<file path="config.mk">
export PLATFORM = sky130hd
export DESIGN_NAME = step_pattern_midi_track_encoder
export DESIGN_NICKNAME = d
export VERILOG_FILES = /design/src/rtl/smte_pkg.sv /design/src/rtl/smte_emit.sv /design/src/rtl/step_pattern_midi_track_encoder.sv
export SDC_FILE = /design/constraint.sdc
export NUM_CORES = 1
export LEC_CHECK = 0
export BUFFER_PORTS_ARGS = -buffer_cell sky130_fd_sc_hd__buf_2
export CAP_MARGIN = 0
export CORE_MARGIN = 10
export CORE_UTILIZATION = 36
export CTS_BUF_LIST = sky130_fd_sc_hd__clkbuf_16
export CTS_CLUSTER_DIAMETER = 200
export DETAILED_ROUTE_END_ITERATION = 10
export PLACE_DENSITY = 0.61
export REMOVE_ABC_BUFFERS = 1
export SYNTH_ARGS = -nofsm -noshare
export SYNTH_HDL_FRONTEND = slang
export SYNTH_HIERARCHICAL = 1
export SYNTH_SLANG_ARGS = --single-unit
</file>
<file path="constraint.sdc">
create_clock -name aclk -period 11.52 [get_ports aclk]
set_clock_uncertainty 0.05 [all_clocks]
set_input_delay 2.88 -clock aclk [delete_from_list [all_inputs] [get_ports aclk]]
set_output_delay 2.88 -clock aclk [all_outputs]
set_load 0.02 [all_outputs]
</file>
<file path="src/rtl/smte_pkg.sv">
package smte_pkg;

    // Tick counters and deltas are 23 bits wide and saturate at the top.
    localparam int TICK_W = 23;
    localparam logic [TICK_W-1:0] TICK_MAX = {TICK_W{1'b1}};

    // Register widths and reset values.
    localparam int TEMPO_W = 24;
    localparam int STEP_W  = 14;
    localparam logic [TEMPO_W-1:0] TEMPO_RESET = 24'd500000;
    localparam logic [STEP_W-1:0]  STEP_TICKS_RESET = 14'd120;
    localparam logic [STEP_W-1:0]  NOTE_LEN_RESET   = 14'd105;

    // Register indexes on the configuration port.
    localparam logic [1:0] REG_TEMPO    = 2'd0;
    localparam logic [1:0] REG_STEP     = 2'd1;
    localparam logic [1:0] REG_NOTE_LEN = 2'd2;
    localparam int PADDR_W = 4;

    // MIDI codes.
    localparam logic [7:0] MIDI_NOTE_ON   = 8'h90;
    localparam logic [7:0] MIDI_NOTE_OFF  = 8'h80;
    localparam logic [7:0] MIDI_META      = 8'hFF;
    localparam logic [7:0] META_TEMPO     = 8'h51;
    localparam logic [7:0] META_TIME_SIG  = 8'h58;
    localparam logic [7:0] META_END_TRACK = 8'h2F;
    localparam logic [7:0] MIDI_ZERO      = 8'h00;

    // Byte slots of one item, in the order they leave the block.
    localparam int SLOT_W    = 6;
    localparam int NUM_SLOTS = 34;
    localparam int HDR_LEN   = 15;
    localparam logic [SLOT_W-1:0] SLOT_HDR      = 6'd0;
    localparam logic [SLOT_W-1:0] SLOT_ON_DELTA = 6'd15;
    localparam logic [SLOT_W-1:0] SLOT_ON       = 6'd19;
    localparam logic [SLOT_W-1:0] SLOT_LEN      = 6'd22;
    localparam logic [SLOT_W-1:0] SLOT_OFF      = 6'd24;
    localparam logic [SLOT_W-1:0] SLOT_CLOSE    = 6'd27;
    localparam logic [SLOT_W-1:0] SLOT_EOT      = 6'd31;

    // Everything the byte sequencer needs to know about one item.
    typedef struct packed {
        logic [TEMPO_W-1:0] tempo;
        logic [TICK_W-1:0]  on_delta;
        logic [6:0]         note;
        logic [6:0]         velocity;
        logic [STEP_W-1:0]  note_len;
        logic [TICK_W-1:0]  close_delta;
    } smte_plan_t;

    typedef struct packed {
        logic busy;
        logic take;
    } smte_status_t;

    // Tempo and time signature meta events, both at delta zero.
    function automatic logic [7:0] hdr_byte(input logic [3:0] idx,
                                            input logic [TEMPO_W-1:0] tempo);
        logic [7:0] b;
        case (idx)
            4'd0:    b = MIDI_ZERO;
            4'd1:    b = MIDI_META;
            4'd2:    b = META_TEMPO;
            4'd3:    b = 8'h03;
            4'd4:    b = tempo[23:16];
            4'd5:    b = tempo[15:8];
            4'd6:    b = tempo[7:0];
            4'd7:    b = MIDI_ZERO;
            4'd8:    b = MIDI_META;
            4'd9:    b = META_TIME_SIG;
            4'd10:   b = 8'h04;
            4'd11:   b = 8'h04;
            4'd12:   b = 8'h02;
            4'd13:   b = 8'h18;
            4'd14:   b = 8'h08;
            default: b = MIDI_ZERO;
        endcase
        return b;
    endfunction

    // Group k of a variable-length quantity; every group but the lowest
    // carries the continuation bit.
    function automatic logic [7:0] vlq_byte(input logic [TICK_W-1:0] v,
                                            input logic [1:0] k);
        logic [7:0] b;
        case (k)
            2'd0:    b = {1'b0, v[6:0]};
            2'd1:    b = {1'b1, v[13:7]};
            2'd2:    b = {1'b1, v[20:14]};
            2'd3:    b = {1'b1, 5'd0, v[22:21]};
            default: b = MIDI_ZERO;
        endcase
        return b;
    endfunction

endpackage

</file>
<file path="src/rtl/smte_emit.sv">
// Byte sequencer: holds the plan of one item and a mask of the byte slots
// still to send, and sends the lowest pending slot each cycle unless m_ready stalls it.
module smte_emit (
    input  logic                                aclk,
    input  logic                                aresetn,
    input  logic                                load,
    input  smte_pkg::smte_plan_t                plan,
    input  logic [smte_pkg::NUM_SLOTS-1:0]      slot_mask,
    output smte_pkg::smte_status_t              status,
    output logic                                m_valid,
    input  logic                                m_ready,
    output logic [7:0]                          m_track_byte,
    output logic                                m_run_end
);

    logic                               busy_reg;
    logic [smte_pkg::NUM_SLOTS-1:0]     mask_reg;
    smte_pkg::smte_plan_t               plan_reg;
    logic                               m_valid_reg;
    logic [7:0]                         m_byte_reg;
    logic                               m_run_end_reg;

    logic [smte_pkg::SLOT_W-1:0]        sel;
    logic [smte_pkg::NUM_SLOTS-1:0]     mask_next;
    logic [7:0]                         byte_next;
    logic                               fire;
    logic                               last;

    // Lowest pending slot.
    always_comb begin
        sel = '0;
        for (int i = smte_pkg::NUM_SLOTS - 1; i >= 0; i--) begin
            if (mask_reg[i]) begin
                sel = smte_pkg::SLOT_W'(i);
            end
        end
    end

    assign mask_next = mask_reg & ~(smte_pkg::NUM_SLOTS'(1) << sel);
    assign last      = (mask_next == '0);
    assign fire      = busy_reg && (!m_valid_reg || m_ready);

    // Byte value of the selected slot.
    always_comb begin
        if (sel < smte_pkg::SLOT_ON_DELTA) begin
            byte_next = smte_pkg::hdr_byte(4'(sel), plan_reg.tempo);
        end else if (sel < smte_pkg::SLOT_ON) begin
            byte_next = smte_pkg::vlq_byte(plan_reg.on_delta,
                                           2'(smte_pkg::SLOT_ON - 6'd1 - sel));
        end else if (sel == smte_pkg::SLOT_ON) begin
            byte_next = smte_pkg::MIDI_NOTE_ON;
        end else if (sel == smte_pkg::SLOT_ON + 6'd1) begin
            byte_next = {1'b0, plan_reg.note};
        end else if (sel == smte_pkg::SLOT_ON + 6'd2) begin
            byte_next = {1'b0, plan_reg.velocity};
        end else if (sel < smte_pkg::SLOT_OFF) begin
            byte_next = smte_pkg::vlq_byte(
                {{(smte_pkg::TICK_W - smte_pkg::STEP_W){1'b0}}, plan_reg.note_len},
                2'(smte_pkg::SLOT_OFF - 6'd1 - sel));
        end else if (sel == smte_pkg::SLOT_OFF) begin
            byte_next = smte_pkg::MIDI_NOTE_OFF;
        end else if (sel == smte_pkg::SLOT_OFF + 6'd1) begin
            byte_next = {1'b0, plan_reg.note};
        end else if (sel == smte_pkg::SLOT_OFF + 6'd2) begin
            byte_next = smte_pkg::MIDI_ZERO;
        end else if (sel < smte_pkg::SLOT_EOT) begin
            byte_next = smte_pkg::vlq_byte(plan_reg.close_delta,
                                           2'(smte_pkg::SLOT_EOT - 6'd1 - sel));
        end else if (sel == smte_pkg::SLOT_EOT) begin
            byte_next = smte_pkg::MIDI_META;
        end else if (sel == smte_pkg::SLOT_EOT + 6'd1) begin
            byte_next = smte_pkg::META_END_TRACK;
        end else begin
            byte_next = smte_pkg::MIDI_ZERO;
        end
    end

    // A new item is taken when the sequencer is empty or sends its last byte.
    assign status.busy = busy_reg;
    assign status.take = !busy_reg || (fire && last);

    // Sequencer control.
    always_ff @(posedge aclk) begin
        if (!aresetn) begin
            busy_reg <= 1'b0;
            mask_reg <= '0;
        end else if (load) begin
            busy_reg <= 1'b1;
            mask_reg <= slot_mask;
        end else if (fire) begin
            busy_reg <= !last;
            mask_reg <= mask_next;
        end
    end

    always_ff @(posedge aclk) begin
        if (load) begin
            plan_reg <= plan;
        end
    end

    // Output register.
    always_ff @(posedge aclk) begin
        if (!aresetn) begin
            m_valid_reg <= 1'b0;
        end else if (fire) begin
            m_valid_reg <= 1'b1;
        end else if (m_ready) begin
            m_valid_reg <= 1'b0;
        end
    end

    always_ff @(posedge aclk) begin
        if (fire) begin
            m_byte_reg    <= byte_next;
            m_run_end_reg <= last;
        end
    end

    assign m_valid      = m_valid_reg;
    assign m_track_byte = m_byte_reg;
    assign m_run_end    = m_run_end_reg;

endmodule

</file>
<file path="src/rtl/step_pattern_midi_track_encoder.sv">
// Step-pattern MIDI track encoder. Each accepted step item is turned into the
// bytes of a MIDI track body, sent one byte per cycle on the m_ channel unless
// m_ready stalls it, with m_run_end marking the last byte of the item. An item
// produces 15 bytes for the tempo and time signature header on the first step
// of a track, up to 12 for a played note and up to 7 for the end-of-track on
// the final step, so at most 34; a quiet step that is neither first nor final
// produces nothing. The rate is set by the single byte-wide output register;
// the next item is taken in the cycle the last byte of the current one is sent,
// so bytes of consecutive items follow without a gap. Tempo, ticks per step
// and note length are written through the APB port at byte addresses 0, 4 and
// 8; the user must write them only while idle, as the block does not enforce it.
module step_pattern_midi_track_encoder (
    input  logic                            aclk,
    input  logic                            aresetn,
    // Configuration port
    input  logic                            psel,
    input  logic                            penable,
    input  logic                            pwrite,
    input  logic [smte_pkg::PADDR_W-1:0]    paddr,
    input  logic [31:0]                     pwdata,
    output logic [31:0]                     prdata,
    output logic                            pready,
    // Step items
    input  logic                            s_valid,
    output logic                            s_ready,
    input  logic                            s_note_active,
    input  logic [6:0]                      s_note_number,
    input  logic [6:0]                      s_note_velocity,
    input  logic                            s_final_step,
    // Track bytes
    output logic                            m_valid,
    input  logic                            m_ready,
    output logic [7:0]                      m_track_byte,
    output logic                            m_run_end
);

    localparam int TW = smte_pkg::TICK_W;
    localparam int SW = smte_pkg::STEP_W;

    logic [smte_pkg::TEMPO_W-1:0]   tempo_reg;
    logic [SW-1:0]                  step_ticks_reg;
    logic [SW-1:0]                  note_len_reg;

    logic                           started_reg;
    logic [TW-1:0]                  step_start_reg;
    logic [TW-1:0]                  last_tick_reg;

    logic                           cfg_write;
    logic                           accept;
    logic                           hdr;
    logic [TW-1:0]                  ss;
    logic [TW-1:0]                  le;
    logic [TW-1:0]                  on_delta;
    logic [TW:0]                    end_sum;
    logic [TW-1:0]                  note_end;
    logic [TW-1:0]                  le_after;
    logic [TW:0]                    total_sum;
    logic [TW-1:0]                  total;
    logic [TW-1:0]                  close_delta;
    logic [smte_pkg::NUM_SLOTS-1:0] slot_mask;
    smte_pkg::smte_plan_t           plan;
    smte_pkg::smte_status_t         status;

    // Register writes and reads.
    assign pready    = 1'b1;
    assign cfg_write = psel && penable && pwrite && pready;

    always_ff @(posedge aclk) begin
        if (!aresetn) begin
            tempo_reg      <= smte_pkg::TEMPO_RESET;
            step_ticks_reg <= smte_pkg::STEP_TICKS_RESET;
            note_len_reg   <= smte_pkg::NOTE_LEN_RESET;
        end else if (cfg_write) begin
            case (paddr[3:2])
                smte_pkg::REG_TEMPO:    tempo_reg      <= pwdata[23:0];
                smte_pkg::REG_STEP:     step_ticks_reg <= pwdata[SW-1:0];
                smte_pkg::REG_NOTE_LEN: note_len_reg   <= pwdata[SW-1:0];
                default: begin
                end
            endcase
        end
    end

    always_comb begin
        case (paddr[3:2])
            smte_pkg::REG_TEMPO:    prdata = {8'd0, tempo_reg};
            smte_pkg::REG_STEP:     prdata = {{(32 - SW){1'b0}}, step_ticks_reg};
            smte_pkg::REG_NOTE_LEN: prdata = {{(32 - SW){1'b0}}, note_len_reg};
            default:                prdata = '0;
        endcase
    end

    // Tick arithmetic for the incoming step. A new track starts at tick zero.
    assign hdr      = !started_reg;
    assign ss       = hdr ? '0 : step_start_reg;
    assign le       = hdr ? '0 : last_tick_reg;
    assign on_delta = (ss > le) ? ss - le : '0;

    assign end_sum  = {1'b0, ss} + {{(TW + 1 - SW){1'b0}}, note_len_reg};
    assign note_end = end_sum[TW] ? smte_pkg::TICK_MAX : end_sum[TW-1:0];
    assign le_after = s_note_active ? note_end : le;

    assign total_sum   = {1'b0, ss} + {{(TW + 1 - SW){1'b0}}, step_ticks_reg};
    assign total       = total_sum[TW] ? smte_pkg::TICK_MAX : total_sum[TW-1:0];
    assign close_delta = (le_after < total) ? total - le_after : '0;

    // Which byte slots this step fills.
    always_comb begin
        slot_mask = '0;
        slot_mask[smte_pkg::SLOT_HDR +: smte_pkg::HDR_LEN] = {smte_pkg::HDR_LEN{hdr}};
        slot_mask[smte_pkg::SLOT_ON_DELTA]        = s_note_active && (on_delta[22:21] != '0);
        slot_mask[smte_pkg::SLOT_ON_DELTA + 6'd1] = s_note_active && (on_delta[22:14] != '0);
        slot_mask[smte_pkg::SLOT_ON_DELTA + 6'd2] = s_note_active && (on_delta[22:7] != '0);
        slot_mask[smte_pkg::SLOT_ON_DELTA + 6'd3] = s_note_active;
        slot_mask[smte_pkg::SLOT_ON +: 3]         = {3{s_note_active}};
        slot_mask[smte_pkg::SLOT_LEN]             = s_note_active && (note_len_reg[13:7] != '0);
        slot_mask[smte_pkg::SLOT_LEN + 6'd1]      = s_note_active;
        slot_mask[smte_pkg::SLOT_OFF +: 3]        = {3{s_note_active}};
        slot_mask[smte_pkg::SLOT_CLOSE]           = s_final_step && (close_delta[22:21] != '0);
        slot_mask[smte_pkg::SLOT_CLOSE + 6'd1]    = s_final_step && (close_delta[22:14] != '0);
        slot_mask[smte_pkg::SLOT_CLOSE + 6'd2]    = s_final_step && (close_delta[22:7] != '0);
        slot_mask[smte_pkg::SLOT_CLOSE + 6'd3]    = s_final_step;
        slot_mask[smte_pkg::SLOT_EOT +: 3]        = {3{s_final_step}};
    end

    always_comb begin
        plan.tempo       = tempo_reg;
        plan.on_delta    = on_delta;
        plan.note        = s_note_number;
        plan.velocity    = s_note_velocity;
        plan.note_len    = note_len_reg;
        plan.close_delta = close_delta;
    end

    assign s_ready = status.take;
    assign accept  = s_valid && s_ready;

    // Track position; the final step returns everything to a fresh track.
    always_ff @(posedge aclk) begin
        if (!aresetn) begin
            started_reg    <= 1'b0;
            step_start_reg <= '0;
            last_tick_reg  <= '0;
        end else if (accept) begin
            if (s_final_step) begin
                started_reg    <= 1'b0;
                step_start_reg <= '0;
                last_tick_reg  <= '0;
            end else begin
                started_reg    <= 1'b1;
                step_start_reg <= total;
                last_tick_reg  <= le_after;
            end
        end
    end

    smte_emit u_emit (
        .aclk         (aclk),
        .aresetn      (aresetn),
        .load         (accept && (slot_mask != '0)),
        .plan         (plan),
        .slot_mask    (slot_mask),
        .status       (status),
        .m_valid      (m_valid),
        .m_ready      (m_ready),
        .m_track_byte (m_track_byte),
        .m_run_end    (m_run_end)
    );

    // A track that has not started carries no tick position.
    a_idle_ticks: assert property (@(posedge aclk) disable iff (!aresetn)
        !started_reg |-> (step_start_reg == '0) && (last_tick_reg == '0))
        else $error("tick state not cleared outside a track");

    // A final step always closes the track.
    a_final_closes: assert property (@(posedge aclk) disable iff (!aresetn)
        accept && s_final_step |=> !started_reg)
        else $error("track still open after final step");

    // A busy sequencer takes a new item only as it sends its last byte.
    a_take_on_last: assert property (@(posedge aclk) disable iff (!aresetn)
        status.busy && s_ready |=> m_valid && m_run_end)
        else $error("item taken while previous item still had bytes");

endmodule
</file>
; Yosys cells after proc, flatten, opt, wreduce, memory -nomap -nowiden
; Cells that the tools add are included.
[word_totals]
wordCells = 174
output_inout_bits = 44
inputBits = 59
reg_bits = 242
[classes]
add_sub_neg = 7
muxes = 67
reduce_logical = 40
shift = 1
order_cmp = 6
bitwise = 2
eq_ne = 32
[ops]
columns = cell, n
row1 = two-way mux 6 bit, 35
row2 = two-way mux 23 bit, 9
row3 = two-way mux 8 bit, 11
row4 = one-hot mux 8 bit (11 select lines), 1
row5 = one-hot mux 24 bit (3 select lines), 1
row6 = two-way mux 34 bit, 2
row7 = one-hot mux 8 bit (4 select lines), 2
row8 = adder 23 x 14 -> 24 bit, 2
row9 = subtractor 23 bit, 2
row10 = "equality test 6 x 5 -> 1 bit, second input constant", 7
row11 = AND 34 bit, 1
row12 = zero test 34 bit, 1
row13 = NOT 34 bit, 1
row14 = nonzero test 34 bit, 1
row15 = "<< shifter 1 x 6 -> 34 bit, first input constant", 1
row16 = nonzero test 16 bit, 2
row17 = "equality test 4 bit, second input constant", 7
row18 = one-hot mux 8 bit (3 select lines), 1
row19 = greater-than comparator 23 bit, 1
row20 = < comparator 23 bit, 1
row21 = "< comparator 6 x 5 -> 1 bit, second input constant", 3
row22 = nonzero test 9 bit, 2
row23 = "equality test 2 bit, second input constant", 7
row24 = logical AND 1 bit, 13
row25 = other kinds (15), 41

; Depth between registers and ports, before layout
; Gate-level depths: netlist of the first run.
[logic_depth]
word_depth = 47
mapped_depth = 35

; Hierarchy
; Netlist of the first run, hierarchy kept.
[modules_own_cells]
columns = module, cells_per_inst, area_each_um2, instances
row1 = step_pattern_midi_track_encoder, 1477, 10401.2, 1
row2 = smte_emit, 674, 7175.6, 1

; Worst setup path after synthesis of the first run
; No wires, ideal clock.
[synth_path]
path_kind = in2reg
from = input port m_ready
to = register u_emit/mask_reg[13] (netlist bit)
slack_ps = 1786
setup_time_ps = 125
arrival_time_ps = 9559
n_path_buf = 4
stages = 11
cell_sequence = nand2b_1 -> a21bo_1 -> nand2_1 -> clkbuf_1 -> clkbuf_1 -> a21oi_1 -> clkbuf_1 -> clkinv_1 -> clkbuf_1 -> o211ai_1 -> a21boi_0
[synth_via]
elab_chain_len = 7
[synth_lines]
columns = item, line
row1 = from (decl), step_pattern_midi_track_encoder.sv:32  ; input logic m_ready,
row2 = logical OR 1 bit *, smte_emit.sv:41  ; assign fire = busy_reg && (!m_valid_reg || m_ready);
row3 = logical AND 1 bit *, smte_emit.sv:41
row4 = logical AND 1 bit *, smte_emit.sv:80  ; assign status.take = !busy_reg || (fire && last);
row5 = logical OR 1 bit *, smte_emit.sv:80
row6 = named net s_ready, step_pattern_midi_track_encoder.sv:25  ; output logic s_ready,
row7 = logical AND 1 bit *, step_pattern_midi_track_encoder.sv:136  ; assign accept = s_valid && s_ready;
row8 = logical AND 1 bit *, step_pattern_midi_track_encoder.sv:160  ; .load (accept && (slot_mask != '0)),
row9 = two-way mux 34 bit / nonzero test 2 bit (equally long branches), -
row10 = to (signal assigned), smte_emit.sv:89  ; mask_reg <= slot_mask;
row11 = to (signal assigned), smte_emit.sv:92  ; mask_reg <= mask_next;
row12 = to (decl), smte_emit.sv:17  ; logic [smte_pkg::NUM_SLOTS-1:0] mask_reg;
; Mark *: on every way through the listed nets, which the timed path passes. The rest lies on a longest branch.
; A chain may end at the register's enable or synchronous reset.

; Worst setup path in the final report of the first run
[layout_path]
from = input port paddr[3] (netlist bit)
to = output port prdata[9]
[layout_via]
elab_chain_len = 2
[layout_lines]
columns = item, line
row1 = from (decl), step_pattern_midi_track_encoder.sv:19  ; input logic [smte_pkg::PADDR_W-1:0] paddr,
row2 = equality test 2 bit (tied with other cells), step_pattern_midi_track_encoder.sv:85  ; case (paddr[3:2])
row3 = one-hot mux 24 bit (3 select lines) *, step_pattern_midi_track_encoder.sv:85
row4 = to (decl), step_pattern_midi_track_encoder.sv:21  ; output logic [31:0] prdata,
; Mark *: on every way between the ends. The rest lies on a longest branch, timed or not.

==> results of run 1 <==
## layer usage
| metal | global-route usage (%) | up-vias |
|---|---|---|
| met3 | 2.74 | 110 |
| met1 | 28.2 | 8068 |
| met5 | 0 | - |
| li1 | - | 7902 |
| met2 | 33.2 | 609 |
| met4 | 7.09 | 2 |
## worst max-delay path by stage
stage | endpoint | cells after the start | slack, ns | start
finish | prdata[9] | 5 | 3.95 | paddr[3]
global route | prdata[6] | 5 | 3.73 | paddr[3]
CTS | prdata[6] | 5 | 3.94 | paddr[3]
detailed placement | prdata[6] | 5 | 3.96 | paddr[3]
global placement | prdata[12] | 5 | 3.97 | paddr[3]
floorplan | u_emit/mask_reg[25] | 8 | -2.18 | m_ready
## per-stage QoR
step / util, % / TNS, ns
2_1_floorplan: - / -36.43
3_3_place_gp: 38.1 / 0
3_5_place_dp: 38.1 / 0
4_1_cts: 40.0 / 0
5_1_grt: 40.0 / 0
6_report: 40.0 / 0
## final cells by class
type	count	area (um2)	area share, %
sequential	242	5920	30.8
timing repair buffer	107	608	3.17
clock inverter	26	165	0.860
multi-input combinational	1711	10800	56.2
tap	615	769	4.01
inverter	54	203	1.06
clock buffer	30	751	3.91
## power by group through the flow
stage	clock [uW]	sequential, uW	combinational, uW
after floorplan	0	1010	398
final	891	999	651
after global placement	0	1010	635
after global routing	944	1000	696
after CTS	906	997	639
after detailed placement	0	1020	636
## worst reg2reg max path: cells and delay by family, from the launching register on
| kind | cells | cell delay [ns] |
|---|---|---|
| xor+xnor | 1 | 0.19 |
| flops | 1 | 0.72 |
| compound gates | 10 | 2.49 |
| simple gates | 9 | 1.98 |
| fa+ha+maj | 3 | 0.92 |
| buf+inv | 2 | 0.68 |
==> run metrics, run 1 <==
Final Max Tran Viols 0; core area around 0.048 mm2; post-route ant nets 0; internal power approximately 1700 uW; total power 2540 uW; Leak 0.00721 uW; number of flip-flops in the largest register 98; Total GRT Usage 20.7%; reg2reg end u_emit/mask_reg[29]; fmax about 0.13 GHz; R2R setup slack roughly 4.4 ns; WL met2 between 20,000 and 30,000 um; CP Capture Type output port; final hold violation count 0; Routed WL 61,700 um; commonest non-fill, non-tap cell in the layout nand2_1; Seq pwr share between 30% and 40%; DR vias/cell approximately 6; hold path start tempo_reg[21]; H-tree depth 1; largest net degree at the start of global routing between 150 and 200; Fillers roughly 4,900; Hold Path Depth 0; switching power share of the total 35.0%; CP required ~8.6 ns; arrival time worst endpoint approximately 4.6 ns; 1st-iter DRT viols approximately 1,600; Post-Layout Cell Count between 2,000 and 3,000; Post-DP Area approximately 0.018 mm2; cell mode on critical path buf_2; num ports 103; post-CTS sizing 0; YS warnings 6; DRT Pass-1 Iters 5; combinational power share 25.6%; R2R Path Start started_reg; pre-CTS WS a little under 4 ns; synthesized area between 0.015 and 0.02 mm2; commonest cells after routing, fill and taps aside nand2_1, nor2_1, o21ai_0, dfxtp_1, a21oi_1; actual slew at the worst max-slew pin between 1 and 1.5 ns; WS Path Type input pin to output port; RSZ-0062 raised after global routing false; residual DRC count 0; Max VDD drop about 0.00014 V; Sink Count between 200 and 250; Final period util around 66%; grt ovf 0; placed cells 2,729; Critical Path, Cell by Cell buf_2 -> nor2b_1 -> nand2_1 -> o21ai_0 -> buf_2; CP top delay family simple AND/OR/NAND/NOR gates; site row count 80; CTS hold repair buffers 0; Setup Buffers After CTS 0; status complete, no violations; Clock Pin Slew Worst Setup and Hold Paths about 0.050 ns; Area Growth Syn to Fin 9.29%; WL per Instance around 22 um; via count approximately 17,000; hold crit path type flop to flop; Buf/Inv on CP 2; Slew HR 22.1%; Post-Syn Instances 2,150; layout cells sized above 1 between 10% and 20%; DIE HEIGHT 241 um; met3 WL 3850 um; slowest cell delay on critical path between 0.9 and 1 ns; top routing layer in use met5; DIE AREA ~0.058 mm2; Worst Hold End u_emit/plan_reg[95]; Slowest cell on crit path nor2b_1; Finish-stage setup viols 0; WL met1 approximately 28,000 um; Starting Density roughly 37%; I/O Buffers between 80 and 90; n_diodes 0; Psw between 800 and 900 uW; first-pass GRT wire length between 90,000 and 100,000 um; clk buf depth 3; clk root buf clkbuf_16; power per cell area between 100 and 150 mW/mm2; Num CTS Buffers 30; vias in the first global route around 16,000; clock share of power 35.1%; maxcap violations 0; die width 241 um; GPL Wtd Cong roughly 0.95; clock latency on the worst-skew pair about 0.60 ns; CTS tree built; Final nets ~2,300; Worst R2R Path Depth 25; hpwl dp 46,000 um; Syn Area/Cell slightly above 8 um2; fin area slightly below 0.02 mm2; crit path max fanout 21; fin crit period ~7.6 ns; initial antenna violation count 1; setup ws final between 3 and 4 ns; startpoint types input pin; Hold Slack roughly 0.40 ns
Note: power is estimated with default switching activity, not from simulation.
==> inputs of run 2 (changes only) <==
--- a/config.mk
+++ b/config.mk
@@ -5,6 +5,7 @@
 export SDC_FILE = /design/constraint.sdc
 export NUM_CORES = 1
 export LEC_CHECK = 0
+export ABC_AREA = 1
 export BUFFER_PORTS_ARGS = -buffer_cell sky130_fd_sc_hd__buf_2
 export CAP_MARGIN = 0
 export CORE_MARGIN = 10
==> constraint.sdc (replaced) <==
create_clock -name aclk -period 7.5 [get_ports aclk]
set_clock_uncertainty 0.05 [all_clocks]
set_input_delay 1.875 -clock aclk [delete_from_list [all_inputs] [get_ports aclk]]
set_output_delay 1.875 -clock aclk [all_outputs]
set_load 0.02 [all_outputs]
==> run 2 against run 1 <==
Effect of this change:
- combinational power grew 61%
- first-iteration DRC count shrank 7.8%
- register-to-register slack lost 3.0 ns
- critical path depth grew 25
- critical path type is now flop to output port
==> run metrics, run 2 <==
largest net degree at the start of global routing 85 (was 152); synthesized area 0.0172 mm2 (was 0.0176 mm2); hpwl dp 48,200 um (was 46,000 um); pre-CTS WS 1.29 ns (was 3.96 ns); Syn Area/Cell 6.58 um2 (was 8.17 um2); post-route ant nets 0 (unchanged); cell mode on critical path nand2_1 (was buf_2); Seq pwr share 38.8% (was 39.3%); actual slew at the worst max-slew pin 1.19 ns (was 1.17 ns); CTS tree built (unchanged); DR vias/cell 5.26 (was 5.99); GPL Wtd Cong 0.965 (was 0.953); Post-Syn Instances 2,613 (was 2,150); WL per Instance 18.3 um (was 22.2 um); post-CTS sizing 0 (unchanged); DIE HEIGHT 239 um (was 241 um); Leak 0.00922 uW (was 0.00721 uW); CTS hold repair buffers 0 (unchanged); Final period util 91.9%; layout cells sized above 1 9.60% (was 10.6%); I/O Buffers 83 (unchanged); Total GRT Usage 20.8% (was 20.7%); num ports 103 (unchanged); CP Capture Type output port (unchanged); Clock Pin Slew Worst Setup and Hold Paths 0.06 ns (was 0.05 ns); combinational power share 26.8% (was 25.6%); residual DRC count 0 (unchanged); DRT Pass-1 Iters 6 (was 5); power per cell area 205 mW/mm2 (was 132 mW/mm2); final hold violation count 0 (unchanged); Fillers 5,048 (was 4,867); Hold Slack 0.384 ns (was 0.402 ns); clock share of power 34.4% (was 35.1%); clk buf depth 3 (unchanged); Max VDD drop 0.000180 V (was 0.000142 V); Psw 1360 uW (was 889 uW); initial antenna violation count 2 (was 1); Final nets 2,790 (was 2,257); YS warnings 6 (unchanged); clk root buf clkbuf_16 (unchanged); n_diodes 0 (unchanged); WS Path Type flop to output port (was input pin to output port); Num CTS Buffers 28 (was 30); status complete, no violations (unchanged); fin crit period between 6 and 7 ns; DIE AREA 0.0569 mm2 (was 0.0580 mm2); setup ws final 0.609 ns (was 3.95 ns); slowest cell delay on critical path 0.48 ns (was 0.97 ns); maxcap violations 0 (unchanged); Starting Density 36.3% (was 36.6%); core area 0.0474 mm2 (was 0.0479 mm2); CP required 5.58 ns (was 8.59 ns); switching power share of the total 34.8% (was 35.0%); arrival time worst endpoint 4.97 ns (was 4.64 ns); Routed WL 60,800 um (was 61,700 um); grt ovf 0 (unchanged); commonest cells after routing, fill and taps aside nand2_1, inv_1, nor2_1 (was nand2_1, nor2_1, o21ai_0, dfxtp_1, a21oi_1); Sink Count 242 (unchanged); 1st-iter DRT viols 1,486 (was 1,612); Slew HR 20.3% (was 22.1%); number of flip-flops in the largest register 98 (unchanged); internal power 2560 uW (was 1650 uW); startpoint types flop (was input pin); Finish-stage setup viols 0 (unchanged); Setup Buffers After CTS 0 (unchanged); site row count 80 (unchanged); H-tree depth 1 (unchanged); Slowest cell on crit path nor2_1 (was nor2b_1); total negative slack 0 ns (unchanged); via count 17,425 (was 16,691); Final Max Tran Viols 0 (unchanged); commonest non-fill, non-tap cell in the layout nand2_1 (unchanged); die width 239 um (was 241 um); first-pass GRT wire length 93,700 um (was 95,100 um); crit path max fanout 14 (was 21); Area Growth Syn to Fin 11.0% (was 9.29%); fmax roughly 0.15 GHz; RSZ-0062 raised after global routing false (unchanged); vias in the first global route 16,187 (was 15,924); clock latency on the worst-skew pair 0.59 ns (was 0.60 ns); hold crit path type flop to flop (unchanged)
-- run 2: area by class of cell --
class	instances	area (um2)	share of cell area, %
clock buffer	28	701	3.67
clock inverter	21	201	1.05
inverter	335	1260	6.62
multi-input combinational	1963	9620	50.4
sequential	242	5920	31.0
tap	615	769	4.03
timing repair buffer	109	623	3.26
-- run 2: layer usage --
layer,track usage [%],part of all wire [%],vias to the layer above
li1,-,-,8652
met1,28.0,45,8022
met4,7.42,3.6,2
met5,0,0.026,-
met3,2.56,6.3,114
met2,33.7,45,635
-- run 2: path summary, 6_finish.rpt --
kind | startpoint | depth (start not counted) | slack [ns] | to
max | u_emit/mask_reg[30] | 30 | 0.61 | s_ready
min | tempo_reg[21] | 0 | 0.38 | u_emit/plan_reg[95]
max reg2reg | u_emit/mask_reg[29] | 37 | 1.38 | u_emit/mask_reg[13]
min reg2reg | tempo_reg[21] | 0 | 0.38 | u_emit/plan_reg[95]
-- run 2: per-stage QoR --
stage	instance area [um2]	total power [uW]	utilization, %	std cells
floorplan	16800	2230	-	2540
global placement	18200	2580	38.4	3264
detailed placement	18200	2580	38.4	3264
CTS	19100	3930	40.3	3313
global route	19100	4110	40.3	3313
finish	19100	3920	40.3	3313
-- run 2: critical path: cells and delay by family, from the launching register on --
family	cells	cell delay [ns]
AOI/OAI and AO/OA	3	0.49
and+or+nand+nor	23	2.56
buffers and inverters	4	0.90
DFF	1	0.41
-- run 2: power groups by stage --
stage	logic, uW	registers, uW	clock network (uW)
2_1_floorplan	679	1550	0
3_3_place_gp	1030	1550	0
3_5_place_dp	1030	1550	0
4_1_cts	1040	1520	1370
5_1_grt	1150	1530	1430
6_report	1050	1520	1350
